`config.mk`:
```
export PLATFORM = sky130hd
export DESIGN_NAME = lebh_ram
export DESIGN_NICKNAME = d
export VERILOG_FILES = /design/src/rtl/lebh_ram.sv
export SDC_FILE = /design/constraint.sdc
export NUM_CORES = 1
export LEC_CHECK = 0
export BUFFER_PORTS_ARGS = -buffer_cell sky130_fd_sc_hd__buf_2
export CAP_MARGIN = 10
export CORE_UTILIZATION = 40
export CTS_BUF_LIST = sky130_fd_sc_hd__clkbuf_4
export CTS_CLUSTER_SIZE = 10
export DETAILED_ROUTE_END_ITERATION = 10
export GPL_TIMING_DRIVEN = 0
export SETUP_SLACK_MARGIN = 0.2
export SLEW_MARGIN = 20
export SYNTH_ARGS = -nofsm -noshare
export SYNTH_HDL_FRONTEND = slang
export SYNTH_SLANG_ARGS = --single-unit
```
`constraint.sdc`:
```
create_clock -name clk -period 10.6 [get_ports clk]
set_input_delay 0.53 -clock clk [delete_from_list [all_inputs] [get_ports clk]]
set_output_delay 0.53 -clock clk [all_outputs]
set_load 0.01 [all_outputs]
```
`src/rtl/lebh_ram.sv`:
```
// generic simple dual-port ram with registered read
`timescale 1ns / 1ps
`default_nettype none
module lebh_ram #(
	parameter int WIDTH = 64,
	parameter int DEPTH = 16
) (
	input  wire logic                     clk,
	input  wire logic                     we,
	input  wire logic [$clog2(DEPTH)-1:0] waddr,
	input  wire logic [WIDTH-1:0]         wdata,
	input  wire logic                     re,
	input  wire logic [$clog2(DEPTH)-1:0] raddr,
	output logic      [WIDTH-1:0]         rdata
);

	logic [WIDTH-1:0] mem [DEPTH];

	always_ff @(posedge clk) begin
		if (we) begin
			mem[waddr] <= wdata;
		end
		if (re) begin
			rdata <= mem[raddr];
		end
	end

endmodule
`default_nettype wire

```
==> impl_metrics.json, run 1 <==
{
  "fp.coreArea_sq_um": 99000,
  "grt_max_degree": 36,
  "synth_area_sq_um": 40200,
  "post_cts_resized": 0,
  "grt_setup_unrepaired": "no",
  "clk_latency_ns": 1.11,
  "power_mw": 8.90,
  "final.setup_skew_ns": 0.0459,
  "min_path_cells": 4,
  "cts_tree": "yes",
  "path_max_fanout": 8,
  "drt-initial-drc-count": 1896,
  "drc_errors": 0,
  "routed_wl_mm": 93.3,
  "synth_ff_type": "edfxtp_1",
  "synth_area_leaders": "edfxtp_1, mux4_2, a22oi_1",
  "ys_seq_area_frac": 0.812,
  "grt_overflow": 0,
  "grt_pass1_wl_mm": 138,
  "cts_buffers": 298,
  "io_buffers": 136,
  "ys_types": 17,
  "fin_util": 0.489,
  "die-area_sq_um": 102000,
  "start_util": 0.406,
  "dr.pass1.iters": 5,
  "clockBufferDepth": 4,
  "combPwrFrac": 0.054,
  "status": "completed",
  "arrival_ns": 3.64,
  "row_count": 115,
  "worst_ep_required_time_ns": 11.36,
  "whs_ns": 0.135,
  "relSlewSlack": 0.204,
  "area_growth_syn_to_layout_pct": 20.3,
  "synthTopCellsByCount": "edfxtp_1, mux4_2, a22oi_1",
  "synth_warnings": 0,
  "async_flop_share": 0,
  "place_congestion": 0.707,
  "clkTransAtPathRegs_ns": 0.06,
  "path_class": "in -> reg",
  "p_sw_frac": 0.215,
  "p_seq_frac": 0.547,
  "synthCells": 1647,
  "setup_ws_ns": 7.72,
  "avgViaCountPerCell": 5.37,
  "max_freq_mhz": 347,
  "postRouteAntennaNets": 0,
  "internal-power_mw": 6.99,
  "period_minus_slack_ns": 2.88,
  "synth_most_common_cell": "edfxtp_1",
  "ys_ff_latch": 1088,
  "pre_cts_slack_ns": 7.21,
  "reg2regPathDepth": 3,
  "h-tree-depth": 5,
  "track_usage": 0.186,
  "worstMarginPinSlew_ns": 1.19,
  "numClockSinks": 1088,
  "grt_pass1_vias": 21595,
  "synth_top_cell_by_area": "edfxtp_1",
  "peakVddDrop_v": 0.000104,
  "dieWidth_um": 319,
  "synth_nets": 1722,
  "crit_path_end_kind": "flip-flop",
  "synth_edf_count": 1088,
  "leakagePower_nw": 16.0,
  "clock_power_share": 0.400,
  "setup-violations-final": 0,
  "maxCapViolations": 0,
  "hold_path_class": "in -> reg",
  "clock_tree.root_cell": "clkbuf_4",
  "avgSynthCellArea_sq_um": 24.4,
  "die_h_um": 319,
  "hold_viol": 0,
  "avgRoutedWirePerCell_um": 25.1,
  "io_pins": 139,
  "holdBufCountCts": 70,
  "power_density_nw_per_um2": 184,
  "drive_gt1_frac": 0.402,
  "synth.top_cell.area_share": 0.812,
  "cp-start-kind": "input port",
  "fin_crit_sh": 0.272,
  "finalNetCount": 2318,
  "vias": 19917,
  "dp_hpwl_mm": 58.6,
  "cts_setup_buffers": 0,
  "antenna_found_initial": 8,
  "p_switching_mw": 1.91,
  "slew_viol_final": 0
}
registers in the layout, summed over array words and instances (netlist names):
signal  cells
mem      1024
rdata      64
critical path, cell delays in order:
cell           delay, ns
dlygate4sd3_1       0.54
buf_2               0.14
or3b_2              0.59
nor3_2              0.65
buf_6               0.24
buf_4               0.21
buf_4               0.21
buf_6               0.17
buf_4               0.18
buf_6               0.15
through the flow:
stage,instances,setup TNS (ns),cell area [sq um]
finish,3709,0,48400
global route,3707,0,48400
CTS,3703,0,48400
detailed placement,3160,0,44100
global placement,3070,-203.59,42500
floorplan,1647,0,40200
worst paths after layout:
kind / start / to / slack [ns]
setup / recovery: waddr[2] / mem[0][54] / 7.72
hold reg to reg: mem[14][12] / rdata[12] / 0.73
setup reg to reg: mem[1][34] / rdata[34] / 8.99
hold / removal: raddr[2] / rdata[0] / 0.13
kinds of logic after synthesis:
logic type / after synthesis / synth area share
AOI/OAI and AO/OA: 128 / 0.0239
buffers and inverters: 84 / 0.0112
DFF: 1088 / 0.812
muxes: 256 / 0.143
and+or+nand+nor: 91 / 0.00927
final cells by class:
class	count	area (sq um)
multi-input cells	475	7210
fillers	8016	50600
well taps	1287	1610
repair buffers	296	2900
flip-flops and latches	1088	32700
clock buffers	419	3150
diodes	6	15.0
clock inverters	54	372
plain buffers	84	452
layer usage:
metal	vias to the layer above	routed length, um	track usage
met5	-	51	0
met4	8	1250	0.0542
met3	109	7240	0.0512
met2	846	47100	0.304
met1	10452	37700	0.245
li1	8502	-	-
power by group through the flow:
stage               logic (mW)  clock network, mW  registers, mW
floorplan                0.229                  0           4.97
global placement         0.428                  0           4.97
global route             0.513               3.90           4.87
finish                   0.478               3.56           4.87
detailed placement       0.464                  0           4.96
CTS                      0.488               3.67           4.87
layout by cell type, fill, tap and decap left out, drive strengths merged, types with 2 or more instances in the layout:
| cell type | count |
|---|---|
| buf | 274 |
| nor2 | 13 |
| nand3b | 2 |
| edfxtp | 1088 |
| diode | 6 |
| inv | 6 |
| clkinv | 42 |
| bufinv | 6 |
| nor2b | 2 |
| nand2b | 2 |
| a22oi | 128 |
| dlygate4sd3 | 70 |
| nor3 | 4 |
| clkbuf | 455 |
| mux4 | 256 |
| nand2 | 65 |
No activity file was read; power rests on OpenSTA's default activity.
==> run 2: changes to the inputs <==
==> constraint.sdc (replaced) <==
create_clock -name clk -period 2.8 [get_ports clk]
set_input_delay 0.14 -clock clk [delete_from_list [all_inputs] [get_ports clk]]
set_output_delay 0.14 -clock clk [all_outputs]
set_load 0.01 [all_outputs]
==> run 2 against run 1 <==
Against the previous run: clock-buffer cell count shrank 4; first-iteration DRC count down 8.1%; non-clock buffer count increased by 56; highest routed layer unchanged; total power rose to 3.8 times the previous value; clock power grew to 3.7 times the previous value; sequential share of layout area decreased by 0.78 points; die area unchanged; final cell count up 1.6%; critical path depth fell by 5.
==> impl_metrics.json, run 2 (same netlist as run 1, synthesis figures left out) <==
{
  "status": "completed",
  "cts_tree": "yes",
  "place_congestion": 0.712,
  "largest_reg_flops": 1024,
  "drc_errors": 0,
  "cts_buffers": 300,
  "hold_viol": 0,
  "dr.pass1.iters": 5,
  "power_density_nw_per_um2": 687,
  "grt_pass1_vias": 21715,
  "worstMarginPinSlew_ns": 0.901,
  "io_buffers": 136,
  "setup_ws_ns": 0.295,
  "clkTransAtPathRegs_ns": 0.07,
  "start_util": 0.406,
  "crit_path_end_kind": "flip-flop",
  "final_common_cell": "edfxtp_1",
  "max_freq_mhz": 399,
  "maxCapViolations": 0,
  "grt_setup_unrepaired": "no",
  "clock_tree.root_cell": "clkbuf_4",
  "slew_viol_final": 0,
  "antenna_found_initial": 8,
  "postRouteAntennaNets": 0,
  "io_pins": 139,
  "r2r_slack_ns": 0.30,
  "layout_common_cells": "edfxtp_1, clkbuf_4, mux4_2, dlygate4sd3_1, buf_2",
  "setup-violations-final": 0,
  "fin_crit_sh": 0.895,
  "avgRoutedWirePerCell_um": 24.7,
  "vias": 20119,
  "cp-start-kind": "flip-flop",
  "drive_gt1_frac": 0.380,
  "path_class": "reg -> reg",
  "reg2regPathDepth": 5,
  "p_switching_mw": 7.32,
  "die-area_sq_um": 102000,
  "p_seq_frac": 0.548,
  "path_max_fanout": 1,
  "row_count": 115,
  "p_sw_frac": 0.218,
  "instances_no_fill": 3770,
  "finalNetCount": 2376,
  "hold_path_class": "in -> reg",
  "clk_latency_ns": 1.12,
  "avgViaCountPerCell": 5.34,
  "cts_setup_buffers": 0,
  "die_h_um": 319,
  "pre_cts_slack_ns": 0.414,
  "min_from": "waddr[0]",
  "leakagePower_nw": 16.1,
  "holdPathEnd": "mem[0][16]",
  "peakVddDrop_v": 0.000389,
  "h-tree-depth": 5,
  "whs_ns": 0.144,
  "worst_ep_required_time_ns": 3.61,
  "grt_max_degree": 43,
  "place_area_sq_um": 43900,
  "arrival_ns": 3.32,
  "fp.coreArea_sq_um": 99000,
  "dp_cells": 3136,
  "routed_wl_mm": 93.0,
  "drt-initial-drc-count": 1742,
  "period_minus_slack_ns": 2.50,
  "dieWidth_um": 319,
  "combPwrFrac": 0.056,
  "grt_pass1_wl_mm": 138,
  "numClockSinks": 1088,
  "reg_top3": "mem: 1024 flops, rdata: 64 flops",
  "min_path_cells": 3,
  "tns_ns": 0,
  "fin_area_sq_um": 48900,
  "largest-register": "mem",
  "clockBufferDepth": 4,
  "internal-power_mw": 26.3,
  "relSlewSlack": 0.399,
  "dp_hpwl_mm": 57.1,
  "grt_overflow": 0,
  "final.setup_skew_ns": 0.103,
  "area_growth_syn_to_layout_pct": 21.7,
  "clock_power_share": 0.395,
  "rr_startpoint": "mem[3][0]",
  "r2r-end": "rdata[0]",
  "track_usage": 0.185
}
## run 2: cell types whose count changed in the layout (fill, tap and decap cells not counted), sizes merged
cell         delta
clkinv         +13
buf            -24
dlygate4sd3    +80
diode           -4
inv             +2
bufinv          -2
clkbuf          -4
## run 2: how the worst max path moves through the flow
stage / start / endpoint / cells past startpoint
detailed placement: waddr[2] / mem[0][53] / 7
global route: mem[0][0] / rdata[0] / 5
CTS: raddr[2] / rdata[0] / 8
floorplan: waddr[2] / mem[10][0] / 2
finish: mem[3][0] / rdata[0] / 5
global placement: waddr[1] / mem[9][40] / 3
## run 2: final cells by class
type	count	area (sq um)
Multi-Input combinational cell	475	7250
Tap cell	1287	1610
Clock buffer	415	3120
Sequential cell	1088	32700
Clock inverter	67	363
Fill cell	8111	50100
Buffer	84	454
Antenna cell	2	5.00
Timing Repair Buffer	352	3470
## run 2: power by group through the flow
stage / logic, mW / registers [mW] / clock network, mW
2_1_floorplan: 0.871 / 18.8 / 0
3_3_place_gp: 1.63 / 18.8 / 0
3_5_place_dp: 1.75 / 18.8 / 0
4_1_cts: 1.94 / 18.4 / 13.7
5_1_grt: 2.04 / 18.5 / 14.6
6_report: 1.90 / 18.4 / 13.3
## run 2: through the flow
stage | util | power (mW)
4_1_cts | 0.494 | 34.1
5_1_grt | 0.494 | 35.1
6_report | 0.494 | 33.6
3_3_place_gp | 0.430 | 20.4
2_1_floorplan | - | 19.7
3_5_place_dp | 0.444 | 20.5
## run 2: critical path: stages (launching register included)
cell           delay [ns]
edfxtp_1             0.36
mux4_2               0.49
a22oi_2              0.19
dlygate4sd3_1        0.58
nand2_1              0.06
dlygate4sd3_1        0.56
## run 2: metal layers
metal	track usage	up-vias	routed length [um]
met5	0	-	103
met4	0.0559	14	1490
met3	0.0469	140	6710
met2	0.296	774	45600
met1	0.250	10560	39100
li1	-	8631	-
## run 2: timing repair
action                                   CTS  global route
endpoints found under the setup margin     0             1
hold endpoints to repair                1585             0
hold buffers                             150             0
gates resized for setup                    0             2
